## src/rtl/assert_macros.svh

```systemverilog
// assertion helpers shared by the rtl
`ifndef ASSERT_MACROS_SVH
`define ASSERT_MACROS_SVH

`ifndef SYNTHESIS

// property must hold at every clock edge outside reset
`define ASSERT_PROP(label, clk, rst_n, prop) \
	label: assert property (@(posedge clk) disable iff (!rst_n) prop) \
		else $error("assertion failed");

// expression must never be true outside reset
`define ASSERT_NEVER(label, clk, rst_n, expr) \
	label: assert property (@(posedge clk) disable iff (!rst_n) !(expr)) \
		else $error("forbidden condition seen");

`else

`define ASSERT_PROP(label, clk, rst_n, prop)
`define ASSERT_NEVER(label, clk, rst_n, expr)

`endif

`endif

```

## src/rtl/wsd_pkg.sv

```systemverilog
`timescale 1ns / 1ps
`default_nettype none

package wsd_pkg;

	localparam int unsigned BYTE_W = 8;
	localparam int unsigned POS_W = 17;
	localparam int unsigned LEN_W = 16;
	localparam int unsigned OPC_W = 4;
	localparam int unsigned FIFO_DEPTH = 2;

	localparam logic [POS_W-1:0] POS_MAX = '1;

	localparam logic [7:0] RSV_MASK = 8'h70;
	localparam logic [7:0] FIN_MASK = 8'h80;
	localparam logic [7:0] OPC_MASK = 8'h0F;
	localparam logic [6:0] LEN_EXT16 = 7'h7E;
	localparam logic [6:0] LEN_EXT64 = 7'h7F;

	localparam logic [OPC_W-1:0] OP_TEXT = 4'h1;
	localparam logic [OPC_W-1:0] OP_BINARY = 4'h2;
	localparam logic [OPC_W-1:0] OP_CLOSE = 4'h8;
	localparam logic [OPC_W-1:0] OP_PING = 4'h9;
	localparam logic [OPC_W-1:0] OP_PONG = 4'hA;

	typedef enum logic [1:0] {
		ST_OK = 2'd0,
		ST_INCOMPLETE = 2'd1,
		ST_ERROR = 2'd2,
		ST_LEN_MISMATCH = 2'd3
	} status_t;

	// one classified byte, passed from front to back
	typedef struct packed {
		logic [BYTE_W-1:0] raw;
		logic [BYTE_W-1:0] key;
		logic pay;
		logic last;
		status_t status;
		logic [OPC_W-1:0] opcode;
		logic [LEN_W-1:0] length;
	} item_t;

	function automatic logic opcode_known(input logic [OPC_W-1:0] op);
		return op inside {OP_TEXT, OP_BINARY, OP_CLOSE, OP_PING, OP_PONG};
	endfunction

	function automatic logic first_byte_bad(input logic [7:0] b);
		return ((b & RSV_MASK) != 8'h00) || ((b & FIN_MASK) == 8'h00) ||
			!opcode_known(b[OPC_W-1:0]);
	endfunction

endpackage

`default_nettype wire

```

## src/rtl/wsd_if.sv

```systemverilog
`timescale 1ns / 1ps
`default_nettype none

interface wsd_in_if;
	import wsd_pkg::*;

	logic valid;
	logic ready;
	logic [BYTE_W-1:0] rx_byte;
	logic buffer_end;

	modport source(output valid, output rx_byte, output buffer_end, input ready);
	modport sink(input valid, input rx_byte, input buffer_end, output ready);
endinterface

interface wsd_out_if;
	import wsd_pkg::*;

	logic valid;
	logic ready;
	logic [BYTE_W-1:0] data_byte;
	logic data_valid;
	logic done_res;
	logic [1:0] status;
	logic [OPC_W-1:0] opcode;
	logic [LEN_W-1:0] payload_length;

	modport source(output valid, output data_byte, output data_valid, output done_res,
		output status, output opcode, output payload_length, input ready);
	modport sink(input valid, input data_byte, input data_valid, input done_res,
		input status, input opcode, input payload_length, output ready);
endinterface

`default_nettype wire

```

## src/rtl/wsd_front.sv

```systemverilog
`timescale 1ns / 1ps
`default_nettype none

`include "assert_macros.svh"

module wsd_front (
	input  logic clk,
	input  logic arst_n,
	wsd_in_if.sink frame,
	input  logic full,
	output logic push,
	output wsd_pkg::item_t push_item
);
	import wsd_pkg::*;

	logic [POS_W-1:0] pos_q;
	logic [7:0] fhb_q;
	logic [6:0] slen_q;
	logic [LEN_W-1:0] elen_q;
	logic [31:0] key_q;
	logic herr_q;

	logic [7:0] b;
	logic [7:0] fhb_n;
	logic [6:0] slen_n;
	logic [LEN_W-1:0] elen_n;
	logic [31:0] key_n;
	logic herr_n;
	logic ext16;
	logic [POS_W-1:0] hdr;
	logic [POS_W-1:0] pay_start;
	logic [LEN_W-1:0] len;
	logic in_pay;
	logic [1:0] kidx;
	logic [7:0] key_byte;
	logic [POS_W:0] n;
	logic [POS_W:0] need;
	status_t st;

	assign frame.ready = !full;
	assign push = frame.valid && !full;
	assign b = frame.rx_byte;

	always_comb begin
		fhb_n = (pos_q == '0) ? b : fhb_q;
		slen_n = (pos_q == POS_W'(1)) ? b[6:0] : slen_q;
		if (pos_q == '0) begin
			herr_n = first_byte_bad(b);
		end else if (pos_q == POS_W'(1)) begin
			herr_n = herr_q || !b[7];
		end else begin
			herr_n = herr_q;
		end
		ext16 = (slen_n == LEN_EXT16);
		hdr = ext16 ? POS_W'(4) : POS_W'(2);
		pay_start = hdr + POS_W'(4);
		elen_n = (ext16 && pos_q >= POS_W'(2) && pos_q < POS_W'(4)) ?
			{elen_q[7:0], b} : elen_q;
		key_n = (pos_q >= hdr && pos_q < pay_start) ? {key_q[23:0], b} : key_q;
		len = ext16 ? elen_n : {9'd0, slen_n};
		in_pay = (pos_q >= POS_W'(2)) && !herr_n && (slen_n != LEN_EXT64) &&
			(len != '0) && (pos_q >= pay_start) &&
			((pos_q - pay_start) < {1'b0, len});
		// key byte 0 sits in the top bits
		kidx = pos_q[1:0] - pay_start[1:0];
		case (kidx)
			2'd0: key_byte = key_n[31:24];
			2'd1: key_byte = key_n[23:16];
			2'd2: key_byte = key_n[15:8];
			2'd3: key_byte = key_n[7:0];
			default: key_byte = key_n[7:0];
		endcase
	end

	always_comb begin
		n = {1'b0, pos_q} + (POS_W+1)'(1);
		need = (POS_W+1)'(len) + (POS_W+1)'(6) + (ext16 ? (POS_W+1)'(2) : '0);
		if (pos_q == '0) begin
			st = ST_INCOMPLETE;
		end else if (herr_n) begin
			st = ST_ERROR;
		end else if ((ext16 && pos_q < POS_W'(3)) ||
			(slen_n == LEN_EXT64 && pos_q < POS_W'(9))) begin
			st = ST_INCOMPLETE;
		end else if (slen_n == LEN_EXT64) begin
			st = ST_ERROR;
		end else if (len != '0 && need > n) begin
			st = ST_INCOMPLETE;
		end else if (len != '0 && need < n) begin
			st = ST_LEN_MISMATCH;
		end else begin
			st = ST_OK;
		end
	end

	always_comb begin
		push_item.raw = b;
		push_item.key = key_byte;
		push_item.pay = in_pay;
		push_item.last = frame.buffer_end;
		push_item.status = frame.buffer_end ? st : ST_OK;
		push_item.opcode = (frame.buffer_end && st == ST_OK) ? fhb_n[OPC_W-1:0] : '0;
		push_item.length = (frame.buffer_end && st == ST_OK) ? len : '0;
	end

	always_ff @(posedge clk or negedge arst_n) begin
		if (!arst_n) begin
			pos_q <= '0;
			fhb_q <= '0;
			slen_q <= '0;
			elen_q <= '0;
			key_q <= '0;
			herr_q <= 1'b0;
		end else if (push) begin
			if (frame.buffer_end) begin
				pos_q <= '0;
				fhb_q <= '0;
				slen_q <= '0;
				elen_q <= '0;
				key_q <= '0;
				herr_q <= 1'b0;
			end else begin
				if (pos_q != POS_MAX) begin
					pos_q <= pos_q + POS_W'(1);
				end
				fhb_q <= fhb_n;
				slen_q <= slen_n;
				elen_q <= elen_n;
				key_q <= key_n;
				herr_q <= herr_n;
			end
		end
	end

	`ASSERT_PROP(a_pos_clear_after_last, clk, arst_n, push && frame.buffer_end |=> pos_q == '0)
	`ASSERT_NEVER(a_no_payload_in_header, clk, arst_n, push && pos_q < POS_W'(6) && in_pay)
	`ASSERT_NEVER(a_fields_only_when_ok, clk, arst_n, push && push_item.status != ST_OK && push_item.length != '0)

endmodule

`default_nettype wire

```

## src/rtl/wsd_fifo.sv

```systemverilog
`timescale 1ns / 1ps
`default_nettype none

`include "assert_macros.svh"

module wsd_fifo (
	input  logic clk,
	input  logic arst_n,
	input  logic push,
	input  wsd_pkg::item_t push_item,
	output logic full,
	input  logic pop,
	output wsd_pkg::item_t pop_item,
	output logic empty
);
	import wsd_pkg::*;

	localparam int unsigned PTR_W = $clog2(FIFO_DEPTH);
	localparam int unsigned CNT_W = $clog2(FIFO_DEPTH + 1);

	item_t mem_q [FIFO_DEPTH];
	logic [PTR_W-1:0] wr_ptr_q;
	logic [PTR_W-1:0] rd_ptr_q;
	logic [CNT_W-1:0] cnt_q;

	assign full = (cnt_q == CNT_W'(FIFO_DEPTH));
	assign empty = (cnt_q == '0);
	assign pop_item = mem_q[rd_ptr_q];

	always_ff @(posedge clk) begin
		if (push) begin
			mem_q[wr_ptr_q] <= push_item;
		end
	end

	always_ff @(posedge clk or negedge arst_n) begin
		if (!arst_n) begin
			wr_ptr_q <= '0;
			rd_ptr_q <= '0;
			cnt_q <= '0;
		end else begin
			if (push) begin
				wr_ptr_q <= (wr_ptr_q == PTR_W'(FIFO_DEPTH - 1)) ? '0 : wr_ptr_q + PTR_W'(1);
			end
			if (pop) begin
				rd_ptr_q <= (rd_ptr_q == PTR_W'(FIFO_DEPTH - 1)) ? '0 : rd_ptr_q + PTR_W'(1);
			end
			if (push && !pop) begin
				cnt_q <= cnt_q + CNT_W'(1);
			end else if (pop && !push) begin
				cnt_q <= cnt_q - CNT_W'(1);
			end
		end
	end

	`ASSERT_NEVER(a_no_push_full, clk, arst_n, push && full)
	`ASSERT_NEVER(a_no_pop_empty, clk, arst_n, pop && empty)
	`ASSERT_PROP(a_count_bound, clk, arst_n, cnt_q <= CNT_W'(FIFO_DEPTH))

endmodule

`default_nettype wire

```

## src/rtl/wsd_back.sv

```systemverilog
`timescale 1ns / 1ps
`default_nettype none

`include "assert_macros.svh"

module wsd_back (
	input  logic clk,
	input  logic arst_n,
	input  logic empty,
	input  wsd_pkg::item_t pop_item,
	output logic pop,
	wsd_out_if.source result
);
	import wsd_pkg::*;

	logic out_valid_q;
	logic [BYTE_W-1:0] data_q;
	logic pay_q;
	logic done_q;
	status_t status_q;
	logic [OPC_W-1:0] opcode_q;
	logic [LEN_W-1:0] len_q;

	assign pop = !empty && (!out_valid_q || result.ready);

	always_ff @(posedge clk or negedge arst_n) begin
		if (!arst_n) begin
			out_valid_q <= 1'b0;
		end else if (pop) begin
			out_valid_q <= 1'b1;
		end else if (result.ready) begin
			out_valid_q <= 1'b0;
		end
	end

	// unmask the payload byte on its way into the output register
	always_ff @(posedge clk) begin
		if (pop) begin
			data_q <= pop_item.pay ? (pop_item.raw ^ pop_item.key) : '0;
			pay_q <= pop_item.pay;
			done_q <= pop_item.last;
			status_q <= pop_item.status;
			opcode_q <= pop_item.opcode;
			len_q <= pop_item.length;
		end
	end

	assign result.valid = out_valid_q;
	assign result.data_byte = data_q;
	assign result.data_valid = pay_q;
	assign result.done_res = done_q;
	assign result.status = 2'(status_q);
	assign result.opcode = opcode_q;
	assign result.payload_length = len_q;

	`ASSERT_NEVER(a_status_only_when_done, clk, arst_n, out_valid_q && !done_q && status_q != ST_OK)
	`ASSERT_NEVER(a_data_zero_when_idle, clk, arst_n, out_valid_q && !pay_q && data_q != '0)

endmodule

`default_nettype wire

```

## src/rtl/websocket_frame_deframer.sv

```systemverilog
`timescale 1ns / 1ps
`default_nettype none

// websocket frame deframer: takes one received frame byte per item and gives one result item
// per byte. the front stage tracks the byte position, header fields and mask key and marks
// payload bytes and the final status on the buffer's last byte; a two-entry queue decouples it
// from the back stage, which unmasks the payload byte into the output register. sustained rate
// is one byte per clock while the output takes results; a byte is registered in the queue and
// then in the output register before its result's valid rises, and the front keeps taking
// bytes while a result waits on a stalled output, until the queue fills. payload bytes stream
// out before the status, which rides on the last byte's result (ok, incomplete, error, length
// mismatch).
module websocket_frame_deframer (
	input  logic clk,
	input  logic arst_n,
	wsd_in_if.sink frame,
	wsd_out_if.source result
);
	import wsd_pkg::*;

	logic push;
	logic pop;
	logic full;
	logic empty;
	item_t push_item;
	item_t pop_item;

	wsd_front u_front (
		.clk(clk),
		.arst_n(arst_n),
		.frame(frame),
		.full(full),
		.push(push),
		.push_item(push_item)
	);

	wsd_fifo u_fifo (
		.clk(clk),
		.arst_n(arst_n),
		.push(push),
		.push_item(push_item),
		.full(full),
		.pop(pop),
		.pop_item(pop_item),
		.empty(empty)
	);

	wsd_back u_back (
		.clk(clk),
		.arst_n(arst_n),
		.empty(empty),
		.pop_item(pop_item),
		.pop(pop),
		.result(result)
	);

endmodule

`default_nettype wire

```

## src/flat_wrapper.sv

```systemverilog
// flat-port wrapper written by rule: the top's interface ports become plain ports
module websocket_frame_deframer_flat import wsd_pkg::*;
  (clk, arst_n, frame_valid, frame_rx_byte, frame_buffer_end, frame_ready, result_valid, result_data_byte, result_data_valid, result_done_res, result_status, result_opcode, result_payload_length, result_ready);
  wsd_in_if frame_i ();
  wsd_out_if result_i ();
  input  logic clk;
  input  logic arst_n;
  input wire logic [$bits(frame_i.valid)-1:0] frame_valid;
  input wire logic [$bits(frame_i.rx_byte)-1:0] frame_rx_byte;
  input wire logic [$bits(frame_i.buffer_end)-1:0] frame_buffer_end;
  output wire logic [$bits(frame_i.ready)-1:0] frame_ready;
  output wire logic [$bits(result_i.valid)-1:0] result_valid;
  output wire logic [$bits(result_i.data_byte)-1:0] result_data_byte;
  output wire logic [$bits(result_i.data_valid)-1:0] result_data_valid;
  output wire logic [$bits(result_i.done_res)-1:0] result_done_res;
  output wire logic [$bits(result_i.status)-1:0] result_status;
  output wire logic [$bits(result_i.opcode)-1:0] result_opcode;
  output wire logic [$bits(result_i.payload_length)-1:0] result_payload_length;
  input wire logic [$bits(result_i.ready)-1:0] result_ready;
  assign frame_i.valid = frame_valid;
  assign frame_i.rx_byte = frame_rx_byte;
  assign frame_i.buffer_end = frame_buffer_end;
  assign frame_ready = frame_i.ready;
  assign result_valid = result_i.valid;
  assign result_data_byte = result_i.data_byte;
  assign result_data_valid = result_i.data_valid;
  assign result_done_res = result_i.done_res;
  assign result_status = result_i.status;
  assign result_opcode = result_i.opcode;
  assign result_payload_length = result_i.payload_length;
  assign result_i.ready = result_ready;
  websocket_frame_deframer u_core (.clk(clk), .arst_n(arst_n), .frame(frame_i), .result(result_i));
endmodule
```

## config.mk

```make
export PLATFORM = sky130hd
export DESIGN_NAME = websocket_frame_deframer_flat
export DESIGN_NICKNAME = d
export VERILOG_FILES = /design/src/rtl/wsd_pkg.sv /design/src/rtl/wsd_if.sv /design/src/rtl/wsd_front.sv /design/src/rtl/wsd_fifo.sv /design/src/rtl/wsd_back.sv /design/src/rtl/websocket_frame_deframer.sv /design/src/flat_wrapper.sv
export VERILOG_INCLUDE_DIRS = /design/src /design/src/rtl
export SDC_FILE = /design/constraint.sdc
export NUM_CORES = 1
export LEC_CHECK = 0
export CORE_ASPECT_RATIO = 1.1
export CORE_UTILIZATION = 60
export DETAILED_ROUTE_END_ITERATION = 12
export DONT_BUFFER_PORTS = 1
export HOLD_SLACK_MARGIN = 0.06
export PLACE_DENSITY = 0.76
export SYNTH_ARGS = -nofsm -noshare
export SYNTH_HDL_FRONTEND = slang
export SYNTH_SLANG_ARGS = --single-unit
```

## constraint.sdc

```tcl
create_clock -name clk -period 14 [get_ports clk]
set_input_delay 4.2 -clock clk [delete_from_list [all_inputs] [get_ports clk]]
set_output_delay 4.2 -clock clk [all_outputs]
set_load 0.02 [all_outputs]
```

==> key figures <==
Synthesis
  • Ys async rst share: 42.27%
  • EDFF count, synth: 112
  • Synthesized area: 10520 µm²
  • Syn_nets: a little under 1000
  • Ys flop type: edfxtp_1
  • Yosys cell types: 69
  • Synth warnings: 0
  • #FFs+latches synth: 194
  • Synthesized area per cell: approximately 11 µm²
  • Seq/Total Area, Yosys: between 50 and 60%
  • Cells after Synth: 930

Setup path
  • Max FO, Critical Path: 34
  • Max stage delay on crit path: ~1.0 ns
  • Crit Path Class: in -> reg
  • Cell family with the largest share of critical-path delay: simple AND/OR/NAND/NOR gates
  • Cells along the critical path: nand4_1 > or2_2 > mux2i_1 > buf_4 > inv_1 > ha_1 > inv_1 > fa_1 > a211oi_1 > nand3_2 > nand2b_1 > nand2_1 > a22o_1
  • Crit path DAT: roughly 9 ns
  • CP Depth: 13
  • Reg2Reg Depth: 14
  • Worst path most repeated cell: inv_1
  • Buf/Inv on CP: 3
  • Master of the slowest instance on the critical path: nand3_2
  • Critical Path RT: 14.32 ns
  • Startpoint types: input pin
  • CP Capture Type: register

Cells and area
  • Commonest cells after routing, fill and taps aside: edfxtp_1 (112), nand2_1 (94), dfrtp_1 (82)
  • # diodes: 0
  • Area of the multi-input gates: roughly 4700 µm²
  • Non-filler instance count after layout: about 1100
  • Final Util: between 60 and 70%
  • Commonest non-fill, non-tap cell in the layout: edfxtp_1
  • Fillers: ~1200
  • Final nets: approximately 960
  • Area Overhead vs Synth: 6.898%
  • FF/Latch Area: 5415 µm²
  • Layout cells sized above 1: 10.11%

Route
  • Total routed wirelength: between 20 and 25 mm
  • ANT nets after route: 0
  • Initial DRC Count: 725
  • Pre-antenna DRT Iters: 5
  • Drt via density: around 6.4
  • Routed via count: between 7000 and 8000
  • Routed length per instance: about 20 µm
  • DRC Markers: 0

Clock tree
  • H-tree levels: 4
  • Sink Count: 194
  • Clk_lat worst skew: around 0.44 ns
  • Clock Path Buffers: 2
  • CTS buffer count: 17
  • Cts hold-fix bufs: 0
  • Root Driver: clkbuf_16
  • CTS tree: yes
  • Post-CTS setup buffer count: 0
  • Post-CTS sizing: 0
  • Clock transition at the registers of the reported paths: around 0.070 ns

STA
  • Final hold violation count: 0
  • Peak Freq: 114.8 MHz
  • Max-slew headroom: between 10% and 20%
  • RSZ-0062 raised after global routing: false
  • Max Transition Viols Final: 0
  • Setup violations, final: 0
  • Min Tclk post-route: between 8 and 9 ns
  • Clock Skew: 0.01118 ns
  • Fin crit share: around 62%
  • Worst-Margin Slew: roughly 1.2 ns
  • Total negative slack: 0 ns

Pwr
  • Lkg Pwr: 4.537 nW
  • Peak supply drop: roughly 0.12 mV
  • PD cells: slightly below 200 nW/µm²

Die
  • Top-Level Pins: 47
  • Die X-Extent: ~130 µm
  • Die height: 140.9 µm
  • Core Rows: 50
  • Starting Density: ~62%
  • Core ar.: 17080 µm²
  • Total die area: 18070 µm²

Placed design
  • Dpl hpwl: 15.64 mm
  • RePlAce Congestion: 0.9124
  • Placed Cells: 1112
  • PortBufs: 0

Global routing
  • Initial antenna violation count: 0
  • First-pass GRT wire length: about 38 mm
  • GRT Total Usage: 27.09%
  • Largest net degree at the start of global routing: 83
  • Vias in the first global route: between 6000 and 7000
  • Global route overflow: 0

Outcome
  • Status: complete, no violations

Hold path
  • Hold Path Depth: 2
  • Worst Hold Class: reg -> reg

Flow run
  • Max Cap Viol: 0
-- routing by layer --
metal | vias up | global-route usage [%] | wire length (µm)
met3 | 47 | 5.882 | 1657
met5 | - | 0 | 0
met4 | 0 | 10.65 | 646
met1 | 3513 | 38.78 | 10310
li1 | 3400 | - | -
met2 | 316 | 40.31 | 10450
-- stage by stage --
step | hold WS, ns | cell area [µm²] | total power [mW] | worst slack (ns)
after floorplan | 0.4610 | 10520 | 1.544 | 5.556
after global placement | 0.4901 | 10660 | 1.726 | 4.957
after detailed placement | 0.4925 | 10660 | 1.743 | 4.829
after CTS | 0.5086 | 11250 | 2.235 | 5.297
after global routing | 0.5303 | 11250 | 2.363 | 4.893
final | 0.5073 | 11250 | 2.231 | 5.292
-- area by class of cell --
type	instances	area share, %
inverter	33	1.101
tap	234	2.603
timing repair buffer	11	0.7343
clock buffer	18	3.816
multi-input combinational	640	42.16
sequential	194	48.15
clock inverter	14	1.435
-- worst paths after layout --
check	start	endpoint	slack [ns]
worst min register to register	u_core.u_front.herr_q$_DFFE_PN0P_	u_core.u_front.herr_q$_DFFE_PN0P_	0.51
worst min-delay path	u_core.u_front.herr_q$_DFFE_PN0P_	u_core.u_front.herr_q$_DFFE_PN0P_	0.51
worst max-delay path	frame_rx_byte[3]	u_core.u_front.key_q[16]$_DFFE_PN0P_	5.29
worst max register to register	u_core.u_front.pos_q[0]$_DFFE_PN0P_	u_core.u_front.key_q[16]$_DFFE_PN0P_	6.96
max in group asynchronous	arst_n	u_core.u_front.elen_q[12]$_DFFE_PN0P_	10.39
min in group asynchronous	arst_n	u_core.u_front.key_q[12]$_DFFE_PN0P_	3.45
-- kinds of logic (layout without fill, tap and decap cells) --
kind of cell	count (synthesis)	after routing	synth area share, %
buffers and inverters	96	76	3.699
and+or+nand+nor	273	273	13.21
DFF	194	194	51.47
AOI/OAI and AO/OA	182	182	12.26
xor gates and xnor gates	58	58	4.829
adders and majority gates	46	46	5.590
muxes	81	81	8.932
-- power breakdown --
group	total, mW	switching [mW]	internal (mW)
clock network	0.487	0.232	0.255
registers	0.942	0.144	0.798
logic	0.802	0.485	0.317
total	2.23	0.861	1.37
-- worst register-to-register path, cell delays in order (launching register included) --
cell and delay [ns]:
dfrtp_1 0.82, ha_1 0.28, or4b_1 0.55, nor4_1 0.65
mux2i_1 0.20, buf_4 0.24, inv_1 0.26, ha_1 0.21
inv_1 0.08, fa_1 0.42, a211oi_1 0.73, nand3_2 1.02
nand2b_1 0.32, nand2_1 0.65, a22o_1 0.49
-- registers in the layout, summed over array words and instances (netlist names), 2 cells and up --
name                                 cells
u_core.u_front.slen_q                    7
u_core.u_front.pos_q                    17
u_core.u_front.elen_q                   16
u_core.u_front.fhb_q                     4
u_core.u_back.result.status              2
u_core.u_fifo.mem_q                     80
u_core.u_back.result.payload_length     16
u_core.u_back.result.opcode              4
u_core.u_back.result.data_byte           8
u_core.u_fifo.cnt_q                      2
u_core.u_front.key_q                    32
-- synth_stat cells (all sizes together) (4+ instances only) --
cell type	instances	area, µm²
o211ai	6	45.04
a22o	38	332.8
buf	17	92.59
xor2	25	219.0
o21ai	50	250.2
mux2i	50	500.5
nor2	42	157.7
clkbuf	46	172.7
a22oi	19	142.6
nand2b	7	43.79
a211oi	14	117.6
nor4	16	136.4
a21o	12	90.09
nand4	11	75.07
nand2	94	352.8
mux2	23	259.0
nand3	18	90.09
inv	32	120.1
a21oi	12	60.06
o22ai	4	25.02
and3	9	56.30
dfrtp	82	2052
or3	4	25.02
or4	9	71.32
ha	43	538.0
nor3	38	190.2
or2	6	37.54
a31oi	5	37.53
edfxtp	112	3363
o31ai	5	37.54
xnor2	33	289.0
mux4	8	180.2
(Power assumes the default switching activity.)
